<file path="src/hw/rtl/pcthr_pkg.sv">
// Shared types, register indexes and defaults for the per-client connection throttle.
package pcthr_pkg;

	localparam int MAX_ENTRIES_DEF   = 256;
	localparam int HISTORY_DEPTH_DEF = 24;

	localparam int CFG_IDX_W  = 3;
	localparam int CFG_DATA_W = 16;

	typedef enum logic [CFG_IDX_W-1:0] {
		CFG_BURST_COUNT      = 3'd0,
		CFG_MIN_WINDOW       = 3'd1,
		CFG_INFRACTION_LIMIT = 3'd2,
		CFG_BAN_SECONDS      = 3'd3,
		CFG_INFRACTION_EXP   = 3'd4
	} cfg_idx_t;

	typedef enum logic [2:0] {
		VERDICT_NEW        = 3'd0,
		VERDICT_KNOWN      = 3'd1,
		VERDICT_BANNED     = 3'd2,
		VERDICT_THROTTLED  = 3'd3,
		VERDICT_THR_BANNED = 3'd4,
		VERDICT_FULL       = 3'd5
	} verdict_t;

	typedef struct packed {
		logic [31:0] peer_addr;
		logic [31:0] now_sec;
	} req_t;

	typedef struct packed {
		logic [2:0] verdict;
		logic [7:0] infraction_count;
		logic [4:0] history_count;
	} res_t;

	typedef struct packed {
		logic [4:0]  burst_count;
		logic [15:0] min_window_sec;
		logic [7:0]  infraction_limit;
		logic [15:0] ban_seconds;
		logic [15:0] infraction_expiry_sec;
	} cfg_t;

	typedef struct packed {
		logic [31:0] a;
		logic [31:0] b;
		logic        sub;
	} alu_op_t;

	typedef struct packed {
		logic [31:0] sum;
		logic        carry;
		logic        zero;
	} alu_res_t;

endpackage

</file>
<file path="src/hw/rtl/pcthr_cfg.sv">
// Configuration register file of the throttle.
module pcthr_cfg (
	input  logic                                clk,
	input  logic                                arst_n,
	input  logic                                cfg_we,
	input  logic [pcthr_pkg::CFG_IDX_W-1:0]     cfg_idx,
	input  logic [pcthr_pkg::CFG_DATA_W-1:0]    cfg_wdata,
	output pcthr_pkg::cfg_t                     cfg
);
	pcthr_pkg::cfg_t cfg_q;

	always_ff @(posedge clk or negedge arst_n) begin
		if (!arst_n) begin
			cfg_q.burst_count           <= 5'd10;
			cfg_q.min_window_sec        <= 16'd3;
			cfg_q.infraction_limit      <= 8'd25;
			cfg_q.ban_seconds           <= 16'd180;
			cfg_q.infraction_expiry_sec <= 16'd360;
		end else if (cfg_we) begin
			case (pcthr_pkg::cfg_idx_t'(cfg_idx))
				pcthr_pkg::CFG_BURST_COUNT:      cfg_q.burst_count <= cfg_wdata[4:0];
				pcthr_pkg::CFG_MIN_WINDOW:       cfg_q.min_window_sec <= cfg_wdata;
				pcthr_pkg::CFG_INFRACTION_LIMIT: cfg_q.infraction_limit <= cfg_wdata[7:0];
				pcthr_pkg::CFG_BAN_SECONDS:      cfg_q.ban_seconds <= cfg_wdata;
				pcthr_pkg::CFG_INFRACTION_EXP:   cfg_q.infraction_expiry_sec <= cfg_wdata;
				default: ;
			endcase
		end
	end

	assign cfg = cfg_q;
endmodule
</file>
<file path="config.mk">
export PLATFORM = sky130hd
export DESIGN_NAME = pcthr_cfg
export DESIGN_NICKNAME = d
export VERILOG_FILES = /design/src/hw/rtl/pcthr_pkg.sv /design/src/hw/rtl/pcthr_cfg.sv
export SDC_FILE = /design/constraint.sdc
export NUM_CORES = 1
export LEC_CHECK = 0
export BUFFER_PORTS_ARGS = -buffer_cell sky130_fd_sc_hd__buf_2
export CAP_MARGIN = 10
export CORE_MARGIN = 2
export CORE_UTILIZATION = 49
export DETAILED_ROUTE_END_ITERATION = 12
export GPL_ROUTABILITY_DRIVEN = 0
export PLACE_DENSITY = 0.88
export SLEW_MARGIN = 20
export SYNTH_ARGS = -nofsm -noshare
export SYNTH_HDL_FRONTEND = slang
export SYNTH_SLANG_ARGS = --single-unit
</file>
<file path="constraint.sdc">
create_clock -name clk -period 0.8 [get_ports clk]
set_input_delay 0.04 -clock clk [delete_from_list [all_inputs] [get_ports clk]]
set_output_delay 0.04 -clock clk [all_outputs]
set_load 0.01 [all_outputs]
</file>
# == Yosys cells after proc, flatten, opt, wreduce, memory -nomap -nowiden ==
# Index checks and enable logic that the tools add are counted.
# totals
regBits,61
inputBits,22
out_inout_bits,61
elab_cells,15
# op_classes
n_reduce_logical,6
eq_ne,4
# op_table
cell,n
2-bit AND reduction,5
"3-bit by 2-bit equality test with 1-bit output, second input constant",2
"3-bit by 1-bit equality test with 1-bit output, second input constant",1
"3-bit equality test, second input constant",1
3-bit zero test,1

# == Depth between registers and ports, before layout ==
# depth
depth_word,2
depth_mapped,4
depth_no_buf,2

# == Worst setup path before layout ==
# No wires, ideal clock.
# synth_timing
kind,input to register
start,in cfg_idx[0] in the netlist's numbering
end,"reg cfg_q, in the netlist cfg[10]"
setup_ps,127
arrival_time_ps,936
path_stages,4
setup_slack_ps,-263
n_path_buf,2
path_cell_list,nor4bb_1 buf_2 buf_6 mux2_1
# synth_via
elab_chain_cells,2
# synth_rtl
element,line,text
from (decl),pcthr_cfg.sv:6,"input logic [pcthr_pkg::CFG_IDX_W-1:0] cfg_idx,"
3-bit equality test,pcthr_cfg.sv:20,case (pcthr_pkg::cfg_idx_t'(cfg_idx))
2-bit AND reduction (no source line),-,
to (decl),pcthr_cfg.sv:10,pcthr_pkg::cfg_t cfg_q;
# No other way between the ends.
# A chain may end at the register's enable or synchronous reset.

# == Worst setup path after layout ==
# layout_timing
start,"reg cfg_q, in the netlist cfg[21]"
end,out cfg[21] in the netlist's numbering
# layout_rtl
element,line,text
to (decl),pcthr_cfg.sv:8,output pcthr_pkg::cfg_t cfg
# No word-level cell between the ends.

==> results.json <==
{
  "status": "finished with violations",
  "violations": "setup timing",
  "ios": 83,
  "max-cap-violations": 0,
  "pwr-share-comb": 0.332,
  "grt_pass1_vias": 1896,
  "period_minus_slack_ns": 1.025,
  "grt_usage": 0.2464,
  "slew_headroom": 0.8155,
  "total_power_uw": 10930,
  "overflow": 0,
  "tightestPinTransition_ns": 0.2763,
  "num_antenna_cells": 0,
  "grtUsageMet3": 0.06996,
  "timing.critical_path.buf_inv": 1,
  "cts_root_buffer": "clkbuf_8",
  "place_area_um2": 3156,
  "switching_share": 0.2694,
  "synth.top_cell.area_share": 0.4819,
  "first_iter_violations": 115,
  "power.clock.fraction": 0.263,
  "ys_types": 12,
  "regArea_um2": 1545,
  "holdPathStages": 2,
  "clk_pin_slew_ns": 0.07,
  "die_width_um": 73.82,
  "skew_ns": 0,
  "htreeDepth": 3,
  "syn_inst": 133,
  "dieArea_um2": 5449,
  "powerDensity_nw_per_um2": 2621,
  "routed_wl_mm": 7.192,
  "r2r_end": "cfg[21]$_DFFE_PN1P_",
  "p_int_uw": 7986,
  "drive_gt1_frac": 0.7852,
  "ys_ff_latch": 61,
  "drt_pass1_iterations": 4,
  "end_kind": "primary output",
  "crit_path_top_delay_cell": "dfstp_2",
  "busiest_layer": "met2",
  "path_cells": "buf_6",
  "largest_register_ffs": 61,
  "hold_class": "input port to flip-flop",
  "critPathKind": "flip-flop to primary output",
  "yosysWarnings": 0,
  "r2r_cells": 3,
  "fin_area_um2": 4172,
  "vias_per_cell": 5.043,
  "num_vias": 1770,
  "multiInputGateArea_um2": 1007,
  "startpoint_type": "flip-flop",
  "antenna_found_initial": 0,
  "synth_seq_area_share": 0.6469,
  "post_drt_wl_per_cell_um": 20.49,
  "final-setup-viol-count": 102,
  "max_clock_freq_mhz": 975.6,
  "holdCritStartpoint": "cfg_wdata[0]",
  "grt_max_degree": 33,
  "leakage_uw": 0.002056,
  "syn_area_per_cell_um2": 17.96,
  "whs_endpoint": "cfg[32]$_DFFE_PN1P_",
  "final_nets": 301,
  "nFillCells": 179,
  "die_y_um": 73.82,
  "start_util": 0.5057,
  "port_buffers": 82,
  "met2_usage": 0.4018,
  "synth_top_cell_by_area": "dfrtp_1",
  "reg2reg_from": "cfg[21]$_DFFE_PN1P_",
  "grt_pass1_wl_mm": 9.860,
  "grt_use_met1": 0.3171,
  "synth_area_um2": 2389,
  "p_sw_uw": 2945,
  "whs_ns": 0.02141,
  "required_ns": 0.76,
  "critPathTopFamily": "flip-flops",
  "rsz0062_at_grt": "yes",
  "core_region_area_um2": 4723,
  "arrival_ns": 0.99,
  "ir_worst_vdd_uv": 1479,
  "drc_errors": 0,
  "netlist_top_cells_area": "dfrtp_1 (48%), dfstp_2 (17%), mux2_2 (15%), mux2_1 (9.4%), mux2_4 (6.3%)",
  "cts.path.max_buffers": 2,
  "drv_slew": 0,
  "cts-buffers-inserted": 9,
  "dp_hpwl_mm": 3.583,
  "worst_slack_ns": -0.2251,
  "seq_power_share": 0.405,
  "rows": 25,
  "clk-insertion-delay-late_ns": 0.31,
  "syn_nets": 155,
  "crit_fanout": 2,
  "ff2ff_setup_slack_ns": -0.13,
  "postRouteAntennaNets": 0,
  "cts_tree": "done",
  "area_growth_pct": 74.65,
  "final_hold_viol_count": 0,
  "clock_sinks": 61,
  "finalCritPeriodShare": 1.281,
  "max_stage_delay_ns": 0.56
}
## placed cells by master (no fill, tap or decap), drive strengths merged
cell,count
dfstp,15
clkbuf,17
buf,127
dlygate4sd3,12
nor4b,1
dfrtp,46
mux2,61
nor4bb,2
bufinv,1
and4bb,1
nand4b,1
## routing by layer
layer  share of wire  vias to the layer above
met1            0.42                      908
met5               0                        -
met4           0.017                        0
li1                -                      766
met2            0.50                       83
met3           0.065                       13
## logic make-up after synthesis
logic type,share of synthesized area
muxes,0.3033
and+or+nand+nor,0.02986
buffers and inverters,0.01990
DFF,0.6469
## worst max path at each step
stage,startpoint,endpoint,slack [ns],depth (start not counted)
after CTS,cfg[57]$_DFFE_PN1P_,cfg[57],-0.23,1
final,cfg[21]$_DFFE_PN1P_,cfg[21],-0.23,1
after floorplan,cfg_idx[0],cfg[10]$_DFFE_PN0P_,-0.26,4
after global placement,cfg_idx[0],cfg[0]$_DFFE_PN0P_,-0.40,4
after global routing,cfg[21]$_DFFE_PN1P_,cfg[21],-0.25,1
after detailed placement,cfg_idx[0],cfg[1]$_DFFE_PN0P_,-0.43,4
## layout make-up
cell class / count / share of cell area
clock inverter: 1 / 0.007199
sequential: 61 / 0.3704
multi-input combinational: 66 / 0.2415
clock buffer: 15 / 0.04229
timing repair buffer: 141 / 0.3185
tap: 67 / 0.02010
## synth_stat cells (all sizes together)
cell type / n
and4bb: 1
buf: 6
dfrtp: 46
dfstp: 15
mux2: 61
nand4b: 1
nor4b: 1
nor4bb: 2
## metrics by stage
step	instances	setup TNS, ns	util	setup WS, ns
finish	351	-10.37	0.8832	-0.2251
CTS	343	-9.372	0.8199	-0.2261
floorplan	133	-7.627	-	-0.2634
detailed placement	289	-21.18	0.6681	-0.4319
global route	351	-12.84	0.8832	-0.2472
global placement	289	-19.92	0.6681	-0.3975
## power groups by stage
stage          registers, uW  clock network (uW)  logic (uW)
2_1_floorplan           4610                   0         891
3_3_place_gp            4300                   0        2190
3_5_place_dp            4300                   0        2270
4_1_cts                 4290                2870        3080
5_1_grt                 4490                3030        3850
6_report                4430                2880        3630
## what timing repair did
action | in CTS | in global routing
hold endpoints to repair | 91 | 0
setup buffers | 26 | 6
setup endpoints to repair | 99 | 107
hold buffers | 12 | 0
cloned | 0 | 2
resized for setup | 39 | 46
pin swaps | 1 | 3
Power figures use the tool's default switching activity.
