$ cat src/hw/rtl/pcthr_pkg.sv
// Shared types, register indexes and defaults for the per-client connection throttle.
package pcthr_pkg;

	localparam int MAX_ENTRIES_DEF   = 256;
	localparam int HISTORY_DEPTH_DEF = 24;

	localparam int CFG_IDX_W  = 3;
	localparam int CFG_DATA_W = 16;

	typedef enum logic [CFG_IDX_W-1:0] {
		CFG_BURST_COUNT      = 3'd0,
		CFG_MIN_WINDOW       = 3'd1,
		CFG_INFRACTION_LIMIT = 3'd2,
		CFG_BAN_SECONDS      = 3'd3,
		CFG_INFRACTION_EXP   = 3'd4
	} cfg_idx_t;

	typedef enum logic [2:0] {
		VERDICT_NEW        = 3'd0,
		VERDICT_KNOWN      = 3'd1,
		VERDICT_BANNED     = 3'd2,
		VERDICT_THROTTLED  = 3'd3,
		VERDICT_THR_BANNED = 3'd4,
		VERDICT_FULL       = 3'd5
	} verdict_t;

	typedef struct packed {
		logic [31:0] peer_addr;
		logic [31:0] now_sec;
	} req_t;

	typedef struct packed {
		logic [2:0] verdict;
		logic [7:0] infraction_count;
		logic [4:0] history_count;
	} res_t;

	typedef struct packed {
		logic [4:0]  burst_count;
		logic [15:0] min_window_sec;
		logic [7:0]  infraction_limit;
		logic [15:0] ban_seconds;
		logic [15:0] infraction_expiry_sec;
	} cfg_t;

	typedef struct packed {
		logic [31:0] a;
		logic [31:0] b;
		logic        sub;
	} alu_op_t;

	typedef struct packed {
		logic [31:0] sum;
		logic        carry;
		logic        zero;
	} alu_res_t;

endpackage

$ cat src/hw/rtl/pcthr_alu.sv
// Shared 32-bit add/subtract unit with carry and zero flags.
module pcthr_alu (
	input  pcthr_pkg::alu_op_t  op,
	output pcthr_pkg::alu_res_t res
);
	logic [32:0] full;

	// carry set on a subtract means no borrow (a >= b)
	assign full      = {1'b0, op.a} + {1'b0, (op.sub ? ~op.b : op.b)} + {32'd0, op.sub};
	assign res.sum   = full[31:0];
	assign res.carry = full[32];
	assign res.zero  = (full[31:0] == 32'd0);
endmodule

$ cat config.mk
export PLATFORM = sky130hd
export DESIGN_NAME = pcthr_alu
export DESIGN_NICKNAME = d
export VERILOG_FILES = /design/src/hw/rtl/pcthr_pkg.sv /design/src/hw/rtl/pcthr_alu.sv
export SDC_FILE = /design/constraint.sdc
export NUM_CORES = 1
export LEC_CHECK = 0
export BUFFER_PORTS_ARGS = -buffer_cell sky130_fd_sc_hd__buf_4
export CAP_MARGIN = 10
export CORE_ASPECT_RATIO = 1.75
export CORE_MARGIN = 5
export CORE_UTILIZATION = 45
export DETAILED_ROUTE_END_ITERATION = 7
export PLACE_DENSITY = 0.79
export SLEW_MARGIN = 20
export SYNTH_ARGS = -nofsm -noshare
export SYNTH_HDL_FRONTEND = slang
export SYNTH_SLANG_ARGS = --single-unit
$ cat constraint.sdc
create_clock -name vclk -period 3.6
set_input_delay 0 -clock vclk [all_inputs]
set_output_delay 0 -clock vclk [all_outputs]
set_load 0.02 [all_outputs]
==> Yosys cells after proc, flatten, opt, wreduce, memory -nomap -nowiden <==
Index checks and enable logic that the tools add are counted.
{ "word_totals": {"wordCells": 5, "output_inout_bits": 34, "reg_bits": 0, "inputBits": 65} }
{ "op_classes": {"bitwise": 1, "reduce_logical": 1, "mux": 1, "add_sub_neg": 2} }
{ "ops": {"columns": ["op", "n"], "rows": [
  ["$add 32x32->33", 1],
  ["$add 33x1->33", 1],
  ["$logic_not 32->1", 1],
  ["$mux 32", 1],
  ["$not 32->32", 1]
]} }

==> Longest topological paths before layout <==
Gate-level depths: netlist of the first run.
{ "logic_depth": {"word_depth": 5, "ltp_mapped": 14, "depth_no_buf": 12} }

==> Worst setup path before layout of the first run <==
Ideal clock, no wire load.
{ "synth_timing": {"path_type": "in2out", "startpoint": "in op[0] (netlist bit)", "endpoint": "out res[0] (netlist bit)", "path_stages": 14, "setup_slack_ns": -0.376, "arrival_ns": 3.976, "t_required_ns": 3.600, "n_path_buf": 3, "cell_sequence": "clkbuf_1 -> buf_1 -> xor2_1 -> ha_1 -> buf_4 -> a21o_1 -> or3b_1 -> o221ai_1 -> xnor2_1 -> o21bai_1 -> nor4_1 -> or4b_1 -> or4_1 -> nor4_2"} }
{ "synth_rtl": {"columns": ["item", "line_no", "source"], "rows": [
  ["start, declared", "pcthr_alu.sv:3", "input pcthr_pkg::alu_op_t op,"],
  ["end, declared", "pcthr_alu.sv:4", "output pcthr_pkg::alu_res_t res"]
]} }

==> results of run 1 <==
-- worst min-delay path by stage --
stage,from,to,cells past startpoint
finish,op[33],res[2],3
global route,op[33],res[2],3
CTS,op[33],res[2],3
detailed placement,op[33],res[2],3
global placement,op[33],res[2],3
floorplan,op[1],res[2],1
-- cell type report --
cell class                 instances  area, µm²
fill                             454       1750
multi-input combinational        305       2380
tap                               55       68.8
timing repair buffer             127        957
inverter                          13       48.8
-- through the flow --
stage / instances / setup TNS [ps] / cell area [µm²]
2_1_floorplan: 333 / 0 / 2390
3_3_place_gp: 498 / 0 / 3330
3_5_place_dp: 498 / -10.4 / 3330
4_1_cts: 499 / 0 / 3350
5_1_grt: 500 / -58.7 / 3460
6_report: 500 / 0 / 3460
-- where the power goes --
part	switching [mW]	internal (mW)	leakage, nW	total (mW)
Clock	0	0	0	0
Sequential	0	0	0	0
Combinational	0.642	0.491	1.65	1.13
-- cells in the final DEF, fill, tap and decap left out, types with 3 or more instances in the layout --
| cell | count |
|---|---|
| a21o_1 | 12 |
| and3b_1 | 3 |
| nand4_1 | 4 |
| ha_1 | 30 |
| inv_1 | 13 |
| and2_1 | 7 |
| o21ai_0 | 14 |
| and3_1 | 4 |
| nand3_1 | 7 |
| xnor2_1 | 10 |
| a21boi_0 | 3 |
| nor3_1 | 9 |
| a21oi_1 | 29 |
| a211o_1 | 4 |
| buf_4 | 126 |
| nor2_1 | 20 |
| o21a_1 | 8 |
| o21ai_1 | 5 |
| a31oi_1 | 5 |
| xor2_1 | 39 |
| o211ai_1 | 9 |
| nand2_1 | 21 |
-- routing by layer --
| metal | up-vias | track usage, % | part of all wire [%] |
|---|---|---|---|
| met2 | 103 | 49.5 | 60 |
| li1 | 1484 | - | - |
| met5 | - | 0 | 0 |
| met4 | 0 | 5.60 | 1.9 |
| met3 | 14 | 1.69 | 5.1 |
| met1 | 1413 | 22.3 | 33 |
-- cell families (layout without fill, tap and decap cells) --
kind of cell    after synthesis  after routing  synth area share [%]
compound gates              121            121                  35.3
simple gates                 99             99                  22.7
xor+xnor                     49             49                  18.1
fa+ha+maj                    35             35                  18.7
buf+inv                      28            140                  4.58
mux                           1              1                 0.579
-- cell usage after synthesis (2+ instances only) --
library cell	n	share of area, %
a31oi_1	7	1.8
buf_1	3	0.47
inv_1	13	2.1
a21boi_0	4	1.3
and3b_1	3	1.1
o311ai_0	2	0.74
a21o_1	12	3.8
o22ai_1	2	0.53
ha_1	34	18
a211o_1	4	1.5
clkbuf_1	11	1.7
a211oi_1	2	0.63
or3_1	2	0.53
a221oi_1	2	0.74
nor3b_1	3	0.95
nor4_1	3	0.79
nand2b_1	2	0.53
or4_1	3	0.95
and3_1	4	1.1
xor2_1	39	14
or4b_1	2	0.84
o31a_1	2	0.74
a21oi_1	31	6.5
o211ai_1	9	2.8
nor3_1	11	2.3
nand2_1	21	3.3
nor2_1	20	3.2
nand3_1	7	1.5
nand4_1	4	1.1
o21a_1	8	2.5
o21ai_1	3	0.63
and2_1	7	1.8
o21ai_0	16	3.4
xnor2_1	10	3.7
-- what timing repair did --
item	4_1_cts	5_1_grt
endpoints found under the setup margin	1	1
gates resized for setup	2	24
endpoints found under the hold margin	0	0
pin swaps	2	7
buffers inserted	1	1
-- worst max-delay path, cell delays in order --
cell and delay (ps):
buf_6 140, xor2_1 170, ha_1 320, a211oi_2 270, or3b_4 420, o211ai_1 290, buf_4 180, a21oi_1 70
nor3_1 180, nor2_1 90, or4b_4 540, or4_4 540, nor4_4 130, buf_4 180
==> flow_summary.yaml, run 1 <==
place:
  place_congestion: 0.975
  portBuffers: 99
  dpl_worst_slack_ps: -10.4
  place_hpwl_mm: 7.10
drt:
  dr.pass1.iters: 4
  wl_per_cell_um: 16.6
  drt-total-wl_mm: 8.31
  via_per_inst: 6.03
  first_iter_violations: 126
  ant_nets: 0
  drc: 0
  num_vias: 3014
die:
  die-area_mm2: 0.00689
  start_util_pct: 45.6
  core_area_mm2: 0.00521
  die_height_um: 106
  io_pins: 99
  rows: 35
  fp.dieW_um: 64.9
critical_path:
  cp-startpoint: "op[0]"
  cp-start-kind: "primary input"
  end_kind: "primary output"
  critPathCapture: "res[0]"
  crit_fanout: 12
  crit_required_ps: 3600
  path_class: "primary input to primary output"
  cp.arrival_ps: 3510
grt:
  overflow: 0
  gr-usage-all-layers_pct: 23.1
  grt_pass1_vias: 3024
  antenna_found_initial: 0
  grt_start_max_net_pins: 13
  grt_pass1_wl_mm: 13.3
timing:
  relSlewSlack_pct: 43.4
  clock.fmax_mhz: 285
  hold_viol: 0
  setup_ws_ps: 90.9
  holdWs_ps: 317
  min_period_ps: 3510
  worst_pin_slew_ps: 838
  drv_slew: 0
  fin_crit_sh_pct: 97.5
  setup-violations-final: 0
logic_synthesis:
  syn-cell-area_mm2: 0.00238
  netlist_instances: 333
  yosysSeqAreaShare_pct: 0
  synth_nets: 433
  synth.distinct_cells: 61
  syn_area_per_cell_um2: 7.14
  ys_warn_count: 0
flow_run:
  maxCapViolCount: 0
layout:
  nNetsFinal: 547
  area_growth_syn_to_layout_pct: 45.6
  regArea_um2: 0
  nClkBuffers: 0
  seq_cells: 0
  utilization_pct: 66.4
  diodes: 0
  drive_gt1_share_pct: 35.3
pwr:
  total_power_mw: 1.13
  power_density_mw_per_mm2: 328
  leakage_nw: 1.65
  vdd.ir_drop.worst_v: 0.000225
clock_network:
  cts_hold_buf: 0
status:
  status: "completed"
hold_path:
  min_path_type: "primary input to primary output"
(Power assumes the default switching activity.)
==> inputs of run 2 (changes only) <==
Settings changed: ABC_AREA from default to 1, CORE_MARGIN 5 to 2, PLACE_DENSITY 0.79 to 0.76, TNS_END_PERCENT from default to 5.
==> flow_summary.yaml, run 2 <==
status:
  status: "completed"
die:
  core_area_mm2: 0.00613
  fp.dieW_um: 64.0
  die-area_mm2: 0.00699
  start_util_pct: 46.3
  die_height_um: 109
  rows: 38
  io_pins: 99
drt:
  num_vias: 3712
  wl_met1_mm: 3.33
  route.met3.wl_um: 439
  wl_per_cell_um: 14.3
  first_iter_violations: 143
  dr.pass1.iters: 5
  via_per_inst: 5.07
  dr_wl_met2_mm: 5.80
  ant_nets: 0
  drc: 0
  drt-total-wl_mm: 10.5
  highest_layer: "met4"
logic_synthesis:
  synth.largest_area_cell: "nand2_1"
  synth.area.top_cells: "nand2_1 (25%), ha_1 (15%), inv_1 (15%), xor2_1 (10%), nor2_1 (7.1%)"
  synth.distinct_cells: 27
  netlist_instances: 557
  syn_area_per_cell_um2: 5.10
  synth_commonest_cells: "nand2_1 (191), inv_1 (112), nor2_1 (54)"
  yosys.area.top_type_share_pct: 25.3
  yosysSeqAreaShare_pct: 0
  synth_nets: 657
  syn-cell-area_mm2: 0.00284
  ys_warn_count: 0
  synth_most_common_cell: "nand2_1"
critical_path:
  path_class: "primary input to primary output"
  end_kind: "primary output"
  critPathCapture: "res[0]"
  crit_fanout: 32
  cp-startpoint: "op[0]"
  cp.arrival_ps: 2880
  crit_required_ps: 3600
  cp-start-kind: "primary input"
layout:
  final_cell_mix: "nand2_1 (191), inv_1 (112), buf_4 (99), nor2_1 (54), nand3_1 (36)"
  nNetsFinal: 754
  final_common_cell: "nand2_1"
  area_growth_syn_to_layout_pct: 29.1
  diodes: 0
  nClkBuffers: 0
  drive_gt1_share_pct: 18.4
  regArea_um2: 0
  seq_cells: 0
grt:
  gr-usage-all-layers_pct: 30.2
  grt_start_max_net_pins: 33
  overflow: 0
  grt_pass1_vias: 3683
  grt_pass1_wl_mm: 16.5
  antenna_found_initial: 0
place:
  place_hpwl_mm: 9.45
  portBuffers: 99
  place_congestion: 0.961
timing:
  holdWs_ps: 381
  setup_tns_ps: 0
  hold_viol: 0
  setup-violations-final: 0
  clock.fmax_mhz: 347
  fin_crit_sh_pct: 80.0
  drv_slew: 0
  rsz0062_at_grt: "false"
  worst_pin_slew_ps: 624
  min_period_ps: 2880
  relSlewSlack_pct: 57.9
clock_network:
  cts_setup_buffers: 0
  post_cts_resized: 0
  cts_hold_buf: 0
pwr:
  vdd.ir_drop.worst_v: 0.000198
  p_int_mw: 0.393
  seqPwrFrac_pct: 0
  switching_share_pct: 63.0
  power_density_mw_per_mm2: 290
  total_power_mw: 1.06
  leakage_nw: 2.25
  p_switching_mw: 0.670
  pwr-share-comb_pct: 100.0
  p_clk_share_pct: 0
flow_run:
  maxCapViolCount: 0
hold_path:
  min_path_cells: 4
  min_path_type: "primary input to primary output"
run 2: routing by layer:
layer / vias to the layer above / GRT usage (%)
met1: 1593 / 25.2
met5: - / 0
met3: 49 / 1.96
met2: 162 / 63.3
li1: 1908 / -
met4: 0 / 21.7
run 2: kinds of logic after synthesis:
kind of cell               synth area share (%)
and+or+nand+nor                            47.6
xor gates and xnor gates                   10.8
AOI/OAI and AO/OA                          10.4
buffers and inverters                      15.5
adders and majority gates                  15.7
run 2: power groups by stage:
stage	clock [mW]	combinational [mW]	sequential, mW
global placement	0	1.05	0
finish	0	1.06	0
detailed placement	0	1.06	0
global route	0	1.17	0
CTS	0	1.06	0
floorplan	0	0.671	0
run 2: worst min path at each step:
stage / startpoint / to
2_1_floorplan: op[1] / res[2]
3_3_place_gp: op[1] / res[2]
3_5_place_dp: op[1] / res[2]
4_1_cts: op[1] / res[2]
5_1_grt: op[1] / res[2]
6_report: op[1] / res[2]
run 2: critical path, cell delays in order:
cell and delay, ps:
buf_4 420, nand2_1 130, nand2_2 130, inv_1 60
fa_1 380, inv_1 140, nand3_1 140, nand2_1 120
nand3_1 90, nand3_1 130, nand2_1 100, nand3_1 90
nand2_1 80, nor2_1 300, nand3_1 140, nor2_1 120
nand2_1 70, nor2_1 80, buf_4 140
run 2: final cells by class:
type | instances | area (µm²)
fill | 674 | 2470
inverter | 113 | 424
multi-input combinational | 440 | 2400
tap | 80 | 100
timing repair buffer | 99 | 743
run 2: metrics by stage:
step,setup slack (ps),utilization (%),cells,area [µm²]
final,719,59.8,732,3670
after global routing,438,59.8,732,3670
after CTS,750,59.8,732,3670
after detailed placement,765,59.8,732,3670
after global placement,810,59.8,732,3670
after floorplan,1160,-,557,2840
==> inputs of run 3 (changes only) <==
Settings changed: PLACE_DENSITY 0.76 to 0.73.
Clock period 3.6 ns to 2.8 ns, I/O delays scaled along.
==> flow_summary.yaml, run 3 (same netlist as run 2, synthesis figures left out) <==
critical_path:
  cp-start-kind: "primary input"
  crit_required_ps: 2800
  crit_fanout: 20
  worstPathCellList: "buf_6 -> buf_12 -> xor2_1 -> ha_1 -> nand2_1 -> inv_1 -> a21oi_2 -> nand3_2 -> nand2_1 -> inv_1 -> nor2_1 -> nand3_1 -> nor2_2 -> nand3_1 -> nor2_1 -> nand2_1 -> nor2_1 -> buf_4"
  cp.arrival_ps: 2540
  path_class: "primary input to primary output"
  end_kind: "primary output"
  slowest_stage: "ha_1"
  max_stage_delay_ps: 290
timing:
  fin_crit_sh_pct: 90.7
  worst_pin_slew_ps: 423
  hold_viol: 0
  relSlewSlack_pct: 71.5
  holdWs_ps: 398
  setup-violations-final: 0
  clock.fmax_mhz: 394
  min_period_ps: 2540
  setup_tns_ps: 0
  drv_slew: 0
  rsz0062_at_grt: "false"
drt:
  via_per_inst: 4.99
  ant_nets: 0
  num_vias: 3661
  first_iter_violations: 169
  wl_per_cell_um: 14.3
  drc: 0
  drt-total-wl_mm: 10.5
  dr.pass1.iters: 6
pwr:
  vdd.ir_drop.worst_v: 0.000220
  power_density_mw_per_mm2: 372
  leakage_nw: 2.26
clock_network:
  cts_setup_buffers: 0
  cts_hold_buf: 0
die:
  die_height_um: 109
  die-area_mm2: 0.00699
  rows: 38
  core_area_mm2: 0.00613
  start_util_pct: 46.3
  fp.dieW_um: 64.0
  io_pins: 99
layout:
  final_common_cell: "nand2_1"
  nNetsFinal: 755
  drive_gt1_share_pct: 19.0
  final_cell_mix: "nand2_1 (190), inv_1 (112), buf_4 (98), nor2_1 (52), nand3_1 (36)"
  nClkBuffers: 0
  regArea_um2: 0
  area_growth_syn_to_layout_pct: 30.2
  seq_cells: 0
  diodes: 0
grt:
  grt_pass1_wl_mm: 15.8
  grt_pass1_vias: 3479
  overflow: 0
  gr-usage-all-layers_pct: 29.4
  antenna_found_initial: 0
  grt_start_max_net_pins: 21
hold_path:
  min_path_type: "primary input to primary output"
place:
  portBuffers: 99
  place_hpwl_mm: 9.43
  place_congestion: 1.02
flow_run:
  maxCapViolCount: 0
status:
  status: "completed"
==> run 3: changes by cell type in the layout (fill, tap and decap cells not counted), sizes merged <==
cell,delta
buf,+1
==> run 3: power breakdown <==
group,total [mW],switching [mW],internal (mW)
combinational,1.38,0.867,0.510
clock,0,0,0
sequential,0,0,0
==> run 3: worst max-delay path, delay by kind of cell <==
family	cells	cell delay [ps]
compound gates	1	190
fa+ha+maj	1	290
simple gates	10	1240
xor+xnor	1	160
buf+inv	5	640
==> run 3: routing by layer <==
metal	vias up	part of all wire [%]	track usage (%)
met5	-	0	0
met4	0	7.8	19.3
met1	1574	33	25.0
li1	1914	-	-
met3	39	4.1	2.27
met2	134	55	61.9
==> run 3: timing repair <==
action                                 in CTS  in global routing
setup endpoints to repair                   0                  1
resized for setup                           0                  4
endpoints found under the hold margin       0                  0
==> run 3: path summary, 6_finish.rpt <==
check,startpoint,to,slack (ps),depth (start not counted)
worst max-delay path,op[0],res[0],260,18
worst min-delay path,op[1],res[2],400,4
==> run 3: area by class of cell <==
type,instances,area [µm²]
Fill cell,680,2440
Inverter,113,424
Tap cell,80,100
Timing Repair Buffer,100,767
Multi-Input combinational cell,440,2410
==> run 3: through the flow <==
step	setup slack, ps	cells	cell area (µm²)	power, mW	util (%)
global route	62.9	733	3700	1.51	60.3
detailed placement	133	733	3690	1.36	60.1
CTS	114	733	3690	1.37	60.1
floorplan	362	557	2840	0.863	-
global placement	116	733	3690	1.35	60.1
finish	260	733	3700	1.38	60.3
